[config.mk]
export PLATFORM = sky130hd
export DESIGN_NAME = ckh_ctrl
export DESIGN_NICKNAME = d
export VERILOG_FILES = /design/src/ckh_pkg.sv /design/src/ckh_ctrl.sv
export SDC_FILE = /design/constraint.sdc
export NUM_CORES = 1
export LEC_CHECK = 0
export BUFFER_PORTS_ARGS = -buffer_cell sky130_fd_sc_hd__buf_2
export CAP_MARGIN = 20
export CORE_MARGIN = 2
export CORE_UTILIZATION = 35
export DETAILED_ROUTE_END_ITERATION = 10
export GPL_TIMING_DRIVEN = 0
export PLACE_DENSITY = 0.6
export SYNTH_ARGS = -nofsm -noshare
export SYNTH_HDL_FRONTEND = slang
export SYNTH_SLANG_ARGS = --single-unit
[constraint.sdc]
create_clock -name clk -period 1.8 [get_ports clk]
set_input_delay 0.09 -clock clk [delete_from_list [all_inputs] [get_ports clk]]
set_output_delay 0.09 -clock clk [all_outputs]
set_load 0.005 [all_outputs]
[src/ckh_pkg.sv]
// Shared types, codes and constants of the cuckoo hash insert block.
// Used by every module under src; depends on nothing.
package ckh_pkg;

  // Default sizes of the storage.
  localparam int ITEM_DEPTH_DEF  = 1024;
  localparam int BIN_DEPTH_DEF   = 2048;
  localparam int STASH_DEPTH_DEF = 16;

  // Register reset values.
  localparam logic [11:0] BIN_COUNT_RST = 12'd1229;
  localparam logic [11:0] MAX_KICKS_RST = 12'd1024;

  // Configuration register indexes.
  localparam int          CFG_IDX_W     = 2;
  localparam logic [1:0]  REG_BIN_COUNT = 2'd0;
  localparam logic [1:0]  REG_MAX_KICKS = 2'd1;

  // Request codes.
  localparam logic [1:0] REQ_INSERT     = 2'd0;
  localparam logic [1:0] REQ_READ_BIN   = 2'd1;
  localparam logic [1:0] REQ_READ_STASH = 2'd2;

  // Result status codes.
  localparam logic [1:0] ST_PLACED  = 2'd0;
  localparam logic [1:0] ST_STASHED = 2'd1;
  localparam logic [1:0] ST_DROPPED = 2'd2;
  localparam logic [1:0] ST_READ    = 2'd3;

  // Hash choices.
  localparam logic [1:0] CHOICE_0 = 2'd0;
  localparam logic [1:0] CHOICE_1 = 2'd1;
  localparam logic [1:0] CHOICE_2 = 2'd2;

  // Quotient bits resolved per cycle by the modulo unit.
  localparam int MOD_DIGIT = 4;

  typedef struct packed {
    logic [1:0]  req_type;
    logic [9:0]  item_index;
    logic [63:0] hash_first;
    logic [63:0] hash_second;
    logic [63:0] hash_third;
    logic [10:0] bin_address;
    logic [3:0]  stash_slot;
  } ckh_in_t;

  typedef struct packed {
    logic [1:0]  status;
    logic [11:0] kick_count;
    logic        entry_valid;
    logic [9:0]  entry_item;
    logic [1:0]  entry_choice;
    logic [4:0]  stash_fill;
  } ckh_out_t;

  typedef struct packed {
    logic       valid;
    logic [1:0] choice;
    logic [9:0] item;
  } bin_ent_t;

  typedef struct packed {
    logic [1:0] choice;
    logic [9:0] item;
  } stash_ent_t;

  typedef struct packed {
    logic [63:0] first;
    logic [63:0] second;
    logic [63:0] third;
  } hash_set_t;

  typedef enum logic [3:0] {
    S_CLEAR, S_IDLE, S_HRD, S_MODST, S_MOD, S_BRD, S_DEC,
    S_RBIN, S_RBCAP, S_RSTASH, S_RSCAP, S_DONE
  } ckh_state_t;

  // Commands from the controller to the datapath.
  typedef struct packed {
    logic clr_step;
    logic latch;
    logic hash_rd;
    logic mod_start;
    logic bin_rd;
    logic place;
    logic swap;
    logic stash_push;
    logic bin_cap;
    logic stash_rd;
    logic stash_cap;
    logic out_load;
  } ckh_cmd_t;

  // Status from the datapath to the controller.
  typedef struct packed {
    logic clr_last;
    logic mod_done;
    logic bin_occ;
    logic kick_ok;
  } ckh_stat_t;

  // Choice that an evicted item tries next.
  function automatic logic [1:0] next_choice(input logic [1:0] c);
    logic [1:0] n;
    case (c)
      CHOICE_0: n = CHOICE_1;
      CHOICE_1: n = CHOICE_2;
      default:  n = CHOICE_0;
    endcase
    return n;
  endfunction

endpackage

[src/ckh_ctrl.sv]
// Controller state machine of the cuckoo hash block.
// Drives the datapath with ckh_cmd_t and reads ckh_stat_t; uses ckh_pkg.
module ckh_ctrl (
  input  logic               clk,
  input  logic               rst_n,
  input  logic               in_valid,
  input  logic [1:0]         in_req,
  output logic               in_ready,
  output logic               out_valid,
  input  logic               out_ready,
  input  ckh_pkg::ckh_stat_t stat,
  output ckh_pkg::ckh_cmd_t  cmd
);
  import ckh_pkg::*;

  ckh_state_t state_r, state_nxt;
  logic       out_valid_r, out_valid_nxt;
  logic       out_free;

  assign out_free = !out_valid_r || out_ready;

  // Next state.
  always_comb begin
    state_nxt = state_r;
    case (state_r)
      S_CLEAR:  if (stat.clr_last) state_nxt = S_IDLE;
      S_IDLE: begin
        if (in_valid) begin
          case (in_req)
            REQ_INSERT:     state_nxt = S_HRD;
            REQ_READ_BIN:   state_nxt = S_RBIN;
            REQ_READ_STASH: state_nxt = S_RSTASH;
            default:        state_nxt = S_IDLE;
          endcase
        end
      end
      S_HRD:    state_nxt = S_MODST;
      S_MODST:  state_nxt = S_MOD;
      S_MOD:    if (stat.mod_done) state_nxt = S_BRD;
      S_BRD:    state_nxt = S_DEC;
      S_DEC: begin
        if (stat.bin_occ && stat.kick_ok) state_nxt = S_HRD;
        else state_nxt = S_DONE;
      end
      S_RBIN:   state_nxt = S_RBCAP;
      S_RBCAP:  state_nxt = S_DONE;
      S_RSTASH: state_nxt = S_RSCAP;
      S_RSCAP:  state_nxt = S_DONE;
      S_DONE:   if (out_free) state_nxt = S_IDLE;
      default:  state_nxt = S_IDLE;
    endcase
  end

  // Commands for the current state.
  always_comb begin
    cmd            = '0;
    cmd.clr_step   = (state_r == S_CLEAR);
    cmd.latch      = (state_r == S_IDLE) && in_valid;
    cmd.hash_rd    = (state_r == S_HRD);
    cmd.mod_start  = (state_r == S_MODST);
    cmd.bin_rd     = (state_r == S_BRD) || (state_r == S_RBIN);
    cmd.place      = (state_r == S_DEC) && !stat.bin_occ;
    cmd.swap       = (state_r == S_DEC) && stat.bin_occ && stat.kick_ok;
    cmd.stash_push = (state_r == S_DEC) && stat.bin_occ && !stat.kick_ok;
    cmd.bin_cap    = (state_r == S_RBCAP);
    cmd.stash_rd   = (state_r == S_RSTASH);
    cmd.stash_cap  = (state_r == S_RSCAP);
    cmd.out_load   = (state_r == S_DONE) && out_free;
  end

  // The result register is full from its load until the beat is taken.
  always_comb begin
    out_valid_nxt = out_valid_r;
    if (cmd.out_load) out_valid_nxt = 1'b1;
    else if (out_ready) out_valid_nxt = 1'b0;
  end

  always_ff @(posedge clk) begin
    if (!rst_n) begin
      state_r     <= S_CLEAR;
      out_valid_r <= 1'b0;
    end else begin
      state_r     <= state_nxt;
      out_valid_r <= out_valid_nxt;
    end
  end

  assign in_ready  = (state_r == S_IDLE);
  assign out_valid = out_valid_r;

  // A result is loaded only when the output register is free.
  a_load_free: assert property (@(posedge clk) disable iff (!rst_n)
    cmd.out_load |-> out_free) else $error("result overwritten");

  // No two of place, swap and stash push are issued in the same cycle.
  a_one_dec: assert property (@(posedge clk) disable iff (!rst_n)
    $onehot0({cmd.place, cmd.swap, cmd.stash_push}))
    else $error("conflicting decisions");

  // A waiting result beat stays offered until it is taken.
  a_out_hold: assert property (@(posedge clk) disable iff (!rst_n)
    (out_valid_r && !out_ready) |=> out_valid_r)
    else $error("result beat withdrawn");

endmodule

# After elaboration in Yosys (flattened, before gate mapping)
# Index checks and enable logic that the tools add are counted.
word_totals:
  regBits: 5
  input_bits: 10
  out_inout_bits: 14
  wordCells: 45
op_classes:
  eq_ne: 17
  muxes: 9
  n_reduce_logical: 17
op_table:
  columns: ["cell", "count"]
  rows:
  - ["case mux 4 bit (11 select lines)", 1]
  - ["2-to-1 mux 4 bit", 5]
  - ["equality test 4 x 3 -> 1 bit (second input constant)", 4]
  - ["equality test 4 bit (second input constant)", 4]
  - ["case mux 4 bit (3 select lines)", 1]
  - ["equality test 4 x 2 -> 1 bit (second input constant)", 2]
  - ["!= test 2 bit (second input constant)", 4]
  - ["logical AND 1 bit", 7]
  - ["equality test 4 x 1 -> 1 bit (second input constant)", 1]
  - ["logical NOT 4 bit", 1]
  - ["AND reduction 4 bit", 1]
  - ["logical NOT 1 bit", 3]
  - ["equality test 2 x 1 -> 1 bit (second input constant)", 1]
  - ["equality test 2 bit (second input constant)", 1]
  - ["logical NOT 2 bit", 1]
  - ["logical OR 1 bit", 2]
  - ["2-to-1 mux 1 bit", 2]
  - ["nonzero test 2 bit", 1]
  - ["OR reduction 2 bit", 1]

# Depth between registers and ports, before layout
# Gate-level depths: netlist (run 1).
depth:
  depth_word: 4
  ltp_mapped: 5
  mapped_depth_nobuf: 4

# Worst setup path before layout (run 1)
# Ideal clock, no wire load.
synth_path:
  path_type: "flip-flop to flip-flop"
  start: "reg state_r[3]"
  end: "reg state_r[1]"
  setup_ns: 0.117
  arrival_ns: 1.270
  required_time_ns: 1.683
  setup_slack_ns: 0.413
  stages_incl_launch_ff: 6
  n_path_buf: 1
  synth_period_minus_slack_ns: 1.387
  path_cell_list: "dfxtp_1 > buf_6 > or4_4 > o211ai_1 > or3b_4 > o21ai_1"
synth_via:
  elab_chain_cells: 3
  elab_cells_between_ends: 19
  classes_between: "eq/ne (15); mux (1); reduce/logical (3)"
synth_lines:
  columns: ["item", "line", "text"]
  rows:
  - ["from (decl)", "ckh_ctrl.sv:16", "ckh_state_t state_r, state_nxt;"]
  - ["from (signal assigned)", "ckh_ctrl.sv:83", "state_r <= state_nxt;"]
  - ["equality test 4 bit (tied with other cells)", "ckh_ctrl.sv:25", "case (state_r)"]
  - ["OR reduction 2 bit (no source line) or != test 2 bit (tied branches)", null, null]
  - ["case mux 4 bit (11 select lines) or AND reduction 4 bit (tied branches)", null, null]
# Several ways; a longest one is shown, not always the timed one.
# A chain may end at the register's enable or synchronous reset.

==> impl_metrics.ini, run 1 <==
[clock_network]
clk_root_buffer_cell = clkbuf_4
insertion_delay_ps = 250
cts_tree = done
cts.repair.resized = 0
clk_pin_slew_ps = 50
h-tree-depth = 1
clock-sinks = 5
cts_setup_buffers = 0
clock_path_buffers = 2
cts_buffers = 3
cts_hold_buf = 0

[placement]
gp_congestion = 0.771
placed_cell_area_um2 = 639
dp_hpwl_um = 959
dp_cells = 107
port_buffers = 23

[synthesis]
ys.warnings.count = 0
synth_nets = 79
synth.largest_area_cell = dfxtp_1
synth_edf_count = 0
synth-main-ff-cell = dfxtp_1
ys_seq_area_frac = 0.198
netlist_area_um2 = 505
yosys-top-cells-area = dfxtp_1, a21oi_1, buf_6, nand2_1, nor3b_1
ys_types = 36
synth.avg_cell_area_um2 = 7.33
synthCells = 69
async_flop_share = 0
ys_seq_elements = 5
yosysTopAreaCellShare = 0.198

[worst_setup_path]
critPathKind = reg -> out
cp_max_fo = 10
cp-end-kind = output pin
r2r_start = state_r[3]$_SDFFE_PN0P_
reg2reg_slack_ps = 310
arrival_ps = 1550
cp.required_ps = 1710
startpoint_type = flip-flop
worstReg2RegEnd = state_r[0]$_SDFFE_PN0P_
ff2ff_path_depth = 4

[pwr]
combPwrFrac = 0.458
total_power_uw = 501
power_density_nw_per_um2 = 753
internal-power_uw = 312
switchingPower_uw = 189
p_leak_nw = 0.305
max-vdd-ir-drop_v = 0.000344
power_frac_seq = 0.276
p_sw_frac = 0.377
p_clk_frac = 0.265

[sta]
clock.fmax_ghz = 0.611
worstMarginPinSlew_ps = 394
finalHoldViolations = 0
slew_headroom = 0.737
slew_violations = 0
finalCriticalPeriod_ps = 1640
setup-tns-final_ps = 0
finalSetupViolations = 0
rsz0062_at_grt = false
finClkSkew_ps = 4.65
period_share = 0.910

[floorplan]
rows = 13
io_pins = 24
chipHeight_um = 42.0
core_um2 = 1320
fp.dieW_um = 42.0
dieArea_um2 = 1760
initial_core_util = 0.384

[final_layout]
layout-drive-gt1-share = 0.396
antenna_cells = 0
stdcell_area_um2 = 666
multiInputGateArea_um2 = 339
syn_to_final_growth_pct = 31.7
fillers = 147
fin_nets = 107
regArea_um2 = 100
final_cell_count_no_fill = 111

[route]
via_per_inst = 5.19
ant_nets = 0
wl_met3_um = 70
wl_um = 1260
dr_wl_met2_um = 568
drc = 0
route.top_layer_used = met4
first_pass_iters = 4
vias = 576
met1_length_um = 602
wl_per_cell_um = 11.3
dr.first_iter.drc_count = 13

[min_path]
min_to = out_valid$_SDFFE_PN0P_
hp-start = rst_n
min_path_type = in -> reg
worstHoldPathCells = 2

[global_route]
grt_pass1_wl_um = 1990
antenna_found_initial = 0
grt_pass1_vias = 463
track_usage = 0.146
grt_max_degree = 11
grt.overflow.total = 0

[outcome]
status = finished, final reports clean

[flow_run]
max_cap_violations = 0
sequential cells by signal, indices dropped and copies added, names as in the netlist:
name,cells
out_valid,1
state_r,4
metal layers:
metal | vias up | global-route usage
met2 | 19 | 0.219
li1 | 300 | -
met4 | 0 | 0.0581
met5 | - | 0
met1 | 255 | 0.188
met3 | 2 | 0.0560
per-stage QoR:
stage / setup slack [ps] / util / hold slack [ps]
2_1_floorplan: 413 / - / 211
3_3_place_gp: 303 / 0.485 / 408
3_5_place_dp: 330 / 0.485 / 408
4_1_cts: 131 / 0.505 / 149
5_1_grt: 27.5 / 0.505 / 157
6_report: 163 / 0.505 / 161
layout by cell type (no fill, tap or decap), types with 3 or more instances in the layout:
master	Yosys	final
a21oi_1	5	5
nand2_1	6	6
inv_1	4	4
dfxtp_1	5	5
nand2b_1	3	3
clkbuf_4	0	3
nor2_1	5	5
buf_2	2	25
nor3b_1	3	3
power groups by stage:
| stage | clock network [mW] | logic (mW) | registers, mW |
|---|---|---|---|
| floorplan | 0 | 0.165 | 0.136 |
| global placement | 0 | 0.229 | 0.141 |
| detailed placement | 0 | 0.231 | 0.140 |
| CTS | 0.141 | 0.232 | 0.139 |
| global route | 0.145 | 0.252 | 0.140 |
| finish | 0.133 | 0.230 | 0.139 |
critical path, stage by stage (launching register included):
cell	delay (ps)
dfxtp_1	310
buf_6	120
clkbuf_1	330
nand4_1	200
nor3b_1	200
buf_2	140
cells by family after synthesis:
kind of cell | count (synthesis) | share of synthesized area
muxes | 1 | 0.0198
buffers and inverters | 12 | 0.131
AOI/OAI and AO/OA | 19 | 0.287
DFF | 5 | 0.198
and+or+nand+nor | 32 | 0.364
area by class of cell:
class,count,share of cell area
buffer,6,0.0658
clock buffer,4,0.0395
inverter,6,0.0338
multi-input combinational,52,0.509
sequential,5,0.150
tap,15,0.0282
timing repair buffer,23,0.173
Yosys cell counts (2+ instances only):
library cell / n
inv_1: 4
buf_2: 2
nor3b_1: 3
nor2_1: 5
nand2b_1: 3
nor3_1: 2
nor4_1: 2
a21oi_1: 5
nand2_1: 6
nand3_1: 2
nor2b_1: 2
inv_2: 2
o21ai_0: 2
buf_6: 2
dfxtp_1: 5
o21ai_1: 2
how the worst max path moves through the flow:
stage | startpoint | slack [ps] | end
global placement | state_r[3]$_SDFFE_PN0P_ | 300 | state_r[0]$_SDFFE_PN0P_
finish | state_r[2]$_SDFFE_PN0P_ | 160 | cmd[4]
global route | state_r[2]$_SDFFE_PN0P_ | 30 | cmd[4]
detailed placement | state_r[2]$_SDFFE_PN0P_ | 330 | state_r[0]$_SDFFE_PN0P_
floorplan | state_r[3]$_SDFFE_PN0P_ | 410 | state_r[1]$_SDFFE_PN0P_
CTS | state_r[2]$_SDFFE_PN0P_ | 130 | cmd[4]
Note: power is estimated with default switching activity, not from simulation.
==> inputs of run 2 (changes only) <==
--- a/config.mk
+++ b/config.mk
@@ -5,13 +5,14 @@
 export SDC_FILE = /design/constraint.sdc
 export NUM_CORES = 1
 export LEC_CHECK = 0
+export ABC_AREA = 1
 export BUFFER_PORTS_ARGS = -buffer_cell sky130_fd_sc_hd__buf_2
 export CAP_MARGIN = 20
 export CORE_MARGIN = 2
 export CORE_UTILIZATION = 35
 export DETAILED_ROUTE_END_ITERATION = 10
 export GPL_TIMING_DRIVEN = 0
-export PLACE_DENSITY = 0.6
+export PLACE_DENSITY = 0.59
 export SYNTH_ARGS = -nofsm -noshare
 export SYNTH_HDL_FRONTEND = slang
 export SYNTH_SLANG_ARGS = --single-unit
==> run 2 against run 1 <==
- via count is 9.9% higher
- clock power hardly changed
- routed wire length is 2.6% higher
- clock skew hardly changed
- global-route usage is 0.74 points higher
- sequential cell count stayed put
- worst setup slack better by 130 ps
- die area is 8.7% higher
- power is 65% higher
==> impl_metrics.ini, run 2 <==
[outcome]
status = finished, final reports clean

[worst_setup_path]
max_stage_delay_ps = 480
crit_slowest_cell = dfxtp_1
cp_max_fo = 6
r2r_start = state_r[0]$_SDFFE_PN0P_
startpoint_type = flip-flop
path_cells = inv_1, nor2_4, nand2_1, nor3b_1, buf_2
critPathKind = reg -> out
crit_path_start = state_r[1]$_SDFFE_PN0P_
arrival_ps = 1410
cp.required_ps = 1710
cp-end-kind = output pin
crit_buf_inv = 2
cp_top_family = flip-flops

[sta]
period_share = 0.836
setup_ws_ps = 296
finalHoldViolations = 0
finalCriticalPeriod_ps = 1500
slew_headroom = 0.802
slew_violations = 0
setup-tns-final_ps = 0
worstMarginPinSlew_ps = 296
finalSetupViolations = 0
rsz0062_at_grt = false
clock.fmax_ghz = 0.665
finClkSkew_ps = 4.24

[clock_network]
insertion_delay_ps = 240
cts_tree = done
clock_path_buffers = 2
clock-sinks = 5
cts_setup_buffers = 0
cts_hold_buf = 0
cts_buffers = 3
h-tree-depth = 1
clk_root_buffer_cell = clkbuf_4
cts.repair.resized = 0
clk_pin_slew_ps = 50

[min_path]
min_path_type = in -> reg
hp-start = rst_n

[synthesis]
synthCells = 94
ys_seq_elements = 5
synth-main-ff-cell = dfxtp_1
ys.warnings.count = 0
ys_seq_area_frac = 0.181
netlist_area_um2 = 554
async_flop_share = 0
yosys-top-cells-count = nand2_1, nor2_1, inv_1
synth_nets = 104
synth.avg_cell_area_um2 = 5.90
synth_edf_count = 0
yosys-top-cells-area = dfxtp_1, nand2_1, nor2_4, nor2_1, inv_1
synth.most_common_cell = nand2_1
yosysTopAreaCellShare = 0.181
ys_types = 19
synth.largest_area_cell = dfxtp_1

[route]
dr.first_iter.drc_count = 3
wl_per_cell_um = 9.41
drc = 0
wl_um = 1290
vias = 633
via_per_inst = 4.62
ant_nets = 0
first_pass_iters = 4

[global_route]
grt_pass1_vias = 524
grt.overflow.total = 0
antenna_found_initial = 0
track_usage = 0.154
grt_pass1_wl_um = 2130
grt_max_degree = 10

[placement]
dp_hpwl_um = 1080
dp_worst_setup_slack_ps = 488
gp_congestion = 0.797
port_buffers = 23

[pwr]
power_density_nw_per_um2 = 1160
max-vdd-ir-drop_v = 0.000618
p_leak_nw = 0.402

[final_layout]
top_register = state_r
antenna_cells = 0
fillers = 167
mostFrequentLayoutCell = buf_2
regArea_um2 = 100
most-common-layout-cells = buf_2, nand2_1, nor2_1, inv_1
fin_nets = 132
largest_reg_flops = 4
multiInputGateArea_um2 = 372
syn_to_final_growth_pct = 29.1
layout-drive-gt1-share = 0.405

[floorplan]
initial_core_util = 0.372
rows = 14
io_pins = 24
fp.dieW_um = 43.8
core_um2 = 1490
chipHeight_um = 43.8
dieArea_um2 = 1920

[flow_run]
max_cap_violations = 0
run 2: cell types whose count changed in the layout (fill, tap and decap cells not counted), moves of 3 or more:
| cell | before | now |
|---|---|---|
| nand2_1 | 6 | 20 |
| nand2b_1 | 3 | 0 |
| nand2_2 | 0 | 6 |
| inv_2 | 2 | 5 |
| nor2_1 | 5 | 16 |
| inv_1 | 4 | 12 |
| nand3_1 | 2 | 6 |
| nor2_4 | 0 | 6 |
run 2: area by class of cell:
cell class	count	area share
Inverter	17	0.0892
Buffer	2	0.0262
Timing Repair Buffer	23	0.161
Sequential cell	5	0.140
Tap cell	16	0.0280
Multi-Input combinational cell	70	0.519
Clock buffer	4	0.0367
run 2: worst paths after layout:
kind                            slack, ps                 endpoint  cells after the start
worst max register to register        470  state_r[0]$_SDFFE_PN0P_                      8
worst min register to register        600   out_valid$_SDFFE_PN0P_                      4
worst min-delay path                  100  state_r[0]$_SDFFE_PN0P_                      3
worst max-delay path                  300                   cmd[4]                      5
run 2: power breakdown:
group / internal, mW / switching, mW
clock network: 0.0839 / 0.0472
logic: 0.203 / 0.329
registers: 0.136 / 0.0301
run 2: cell families after synthesis:
family          share of synthesized area
simple gates                        0.616
buf+inv                             0.149
compound gates                     0.0542
flops                               0.181
run 2: per-stage QoR:
step	total power [mW]	hold WS [ps]	instance area, um^2	util	cells
6_report	0.829	101	716	0.481	137
3_3_place_gp	0.700	340	689	0.463	133
4_1_cts	0.847	102	716	0.481	137
5_1_grt	0.917	125	716	0.481	137
3_5_place_dp	0.705	352	689	0.463	133
2_1_floorplan	0.576	211	554	-	94
run 2: worst register-to-register path, delay by kind of cell (launching register included):
kind	cells	cell delay [ps]
flops	1	330
buf+inv	2	210
simple gates	5	560
compound gates	1	110
run 2: per-layer routing:
layer  routed length, um  part of all wire  up-vias  global-route usage
li1                    -                 -      343                   -
met2                 642              0.50       16               0.250
met1                 571              0.44      272               0.186
met4                   9            0.0070        0               0.109
met5                   0                 0        -                   0
met3                  65             0.050        2              0.0167
==> inputs of run 3 (changes only) <==
--- a/config.mk
+++ b/config.mk
@@ -5,14 +5,14 @@
 export SDC_FILE = /design/constraint.sdc
 export NUM_CORES = 1
 export LEC_CHECK = 0
-export ABC_AREA = 1
+export ABC_AREA = 0
 export BUFFER_PORTS_ARGS = -buffer_cell sky130_fd_sc_hd__buf_2
 export CAP_MARGIN = 20
 export CORE_MARGIN = 2
 export CORE_UTILIZATION = 35
 export DETAILED_ROUTE_END_ITERATION = 10
 export GPL_TIMING_DRIVEN = 0
-export PLACE_DENSITY = 0.59
+export PLACE_DENSITY = 0.6
 export SYNTH_ARGS = -nofsm -noshare
 export SYNTH_HDL_FRONTEND = slang
 export SYNTH_SLANG_ARGS = --single-unit
==> constraint.sdc (replaced) <==
create_clock -name clk -period 1.5 [get_ports clk]
set_input_delay 0.075 -clock clk [delete_from_list [all_inputs] [get_ports clk]]
set_output_delay 0.075 -clock clk [all_outputs]
set_load 0.005 [all_outputs]
==> run 3 against run 2 <==
- clock power up 20%
- register-to-register slack got worse by 430 ps
- routed wire length decreased by 0.47%
- combinational power decreased by 45%
- worst setup slack worse by 260 ps
- first-iteration DRC count up 100%
- non-clock buffer count up 5
- critical endpoint is now state_r[0]$_SDFFE_PN0P_
- largest cell class unchanged
- largest power group unchanged
==> impl_metrics.ini, run 3 (synthesis gave the netlist of run 1 again) <==
[placement]
placed_cell_area_um2 = 639
port_buffers = 23
dp_hpwl_um = 959
gp_congestion = 0.771
dp_cells = 107

[final_layout]
syn_to_final_growth_pct = 37.4
antenna_cells = 0
multiInputGateArea_um2 = 353
mostFrequentLayoutCell = buf_2
fin_nets = 108
layout-drive-gt1-share = 0.433
most-common-layout-cells = buf_2, nand2_1, nor2_1, a21oi_1
fillers = 144
regArea_um2 = 101
largest_reg_flops = 4
final_cell_count_no_fill = 112
top_register = state_r
stdcell_area_um2 = 694

[floorplan]
fp.dieW_um = 42.0
initial_core_util = 0.384
core_um2 = 1320
io_pins = 24
rows = 13
chipHeight_um = 42.0
dieArea_um2 = 1760

[route]
first_pass_iters = 4
drc = 0
via_per_inst = 5.15
vias = 577
ant_nets = 0
dr.first_iter.drc_count = 6
wl_um = 1280
wl_per_cell_um = 11.5

[min_path]
worstHoldPathCells = 2
min_path_type = in -> reg
min_to = out_valid$_SDFFE_PN0P_
hp-start = rst_n

[clock_network]
clock-sinks = 5
h-tree-depth = 1
cts_tree = done
cts_buffers = 3
insertion_delay_ps = 240
clk_pin_slew_ps = 50
clock_path_buffers = 2
clk_root_buffer_cell = clkbuf_4
cts_hold_buf = 0

[worst_setup_path]
ff2ff_path_depth = 4
r2r_start = state_r[2]$_SDFFE_PN0P_
reg2reg_slack_ps = 40
cp_max_fo = 9
critPathKind = reg -> reg
cp.required_ps = 1650
startpoint_type = flip-flop
cp-end-kind = flip-flop
arrival_ps = 1620
worstReg2RegEnd = state_r[0]$_SDFFE_PN0P_

[sta]
finalHoldViolations = 0
finalCriticalPeriod_ps = 1460
slew_headroom = 0.781
period_share = 0.976
clock.fmax_ghz = 0.683
slew_violations = 0
setup-tns-final_ps = 0
rsz0062_at_grt = false
finalSetupViolations = 0
finClkSkew_ps = 5.05
worstMarginPinSlew_ps = 327

[pwr]
p_sw_frac = 0.377
power_frac_seq = 0.274
power_density_nw_per_um2 = 897
p_clk_frac = 0.252
max-vdd-ir-drop_v = 0.000417
internal-power_uw = 388
p_leak_nw = 0.316
switchingPower_uw = 235
combPwrFrac = 0.474

[global_route]
grt_max_degree = 11
grt_pass1_vias = 463
grt_pass1_wl_um = 1990
grt.overflow.total = 0
track_usage = 0.146
antenna_found_initial = 0

[flow_run]
max_cap_violations = 0

[outcome]
status = finished, final reports clean
==> run 3: per-layer routing <==
metal  vias to the layer above  track usage  wire [um]
met5                         -            0          0
met4                         0       0.0581         14
met3                         2       0.0560         63
met2                        18        0.219        587
met1                       256        0.188        616
li1                        301            -          -
==> run 3: what timing repair did <==
item | in CTS | in global routing
pin swaps | 0 | 5
setup buffers | 0 | 1
resized for setup | 1 | 8
gates cloned | 0 | 0
setup endpoints to repair | 3 | 6
==> run 3: cell type report <==
cell class / instances / area share
multi-input combinational: 52 / 0.508
clock buffer: 4 / 0.0378
buffer: 6 / 0.0721
sequential: 5 / 0.146
inverter: 6 / 0.0324
tap: 15 / 0.0270
timing repair buffer: 24 / 0.177
==> run 3: per-stage QoR <==
stage / setup slack [ps] / util / power (mW) / hold WS (ps)
3_3_place_gp: 3.22 / 0.485 / 0.443 / 393
3_5_place_dp: 29.8 / 0.485 / 0.445 / 393
4_1_cts: 13.1 / 0.506 / 0.614 / 134
2_1_floorplan: 113 / - / 0.362 / 181
5_1_grt: 0.833 / 0.527 / 0.667 / 142
6_report: 35.9 / 0.527 / 0.623 / 146
==> run 3: worst max path at each step <==
| stage | start | endpoint | slack, ps |
|---|---|---|---|
| final | state_r[2]$_SDFFE_PN0P_ | state_r[0]$_SDFFE_PN0P_ | 40 |
| after CTS | state_r[0]$_SDFFE_PN0P_ | cmd[2] | 10 |
| after global placement | state_r[3]$_SDFFE_PN0P_ | state_r[0]$_SDFFE_PN0P_ | 3 |
| after floorplan | state_r[3]$_SDFFE_PN0P_ | state_r[1]$_SDFFE_PN0P_ | 110 |
| after global routing | state_r[2]$_SDFFE_PN0P_ | state_r[0]$_SDFFE_PN0P_ | 0.8 |
| after detailed placement | state_r[2]$_SDFFE_PN0P_ | state_r[0]$_SDFFE_PN0P_ | 30 |
==> run 3: critical path, cell delays in order (launching register included) <==
cell	delay, ps
dfxtp_1	300
buf_6	120
or4_4	540
o221ai_4	160
mux2i_1	260
==> run 3: power by group through the flow <==
stage | Sequential (mW) | Clock [mW] | Combinational (mW)
2_1_floorplan | 0.164 | 0 | 0.198
3_3_place_gp | 0.169 | 0 | 0.275
3_5_place_dp | 0.168 | 0 | 0.277
4_1_cts | 0.166 | 0.169 | 0.279
5_1_grt | 0.173 | 0.174 | 0.320
6_report | 0.171 | 0.157 | 0.295
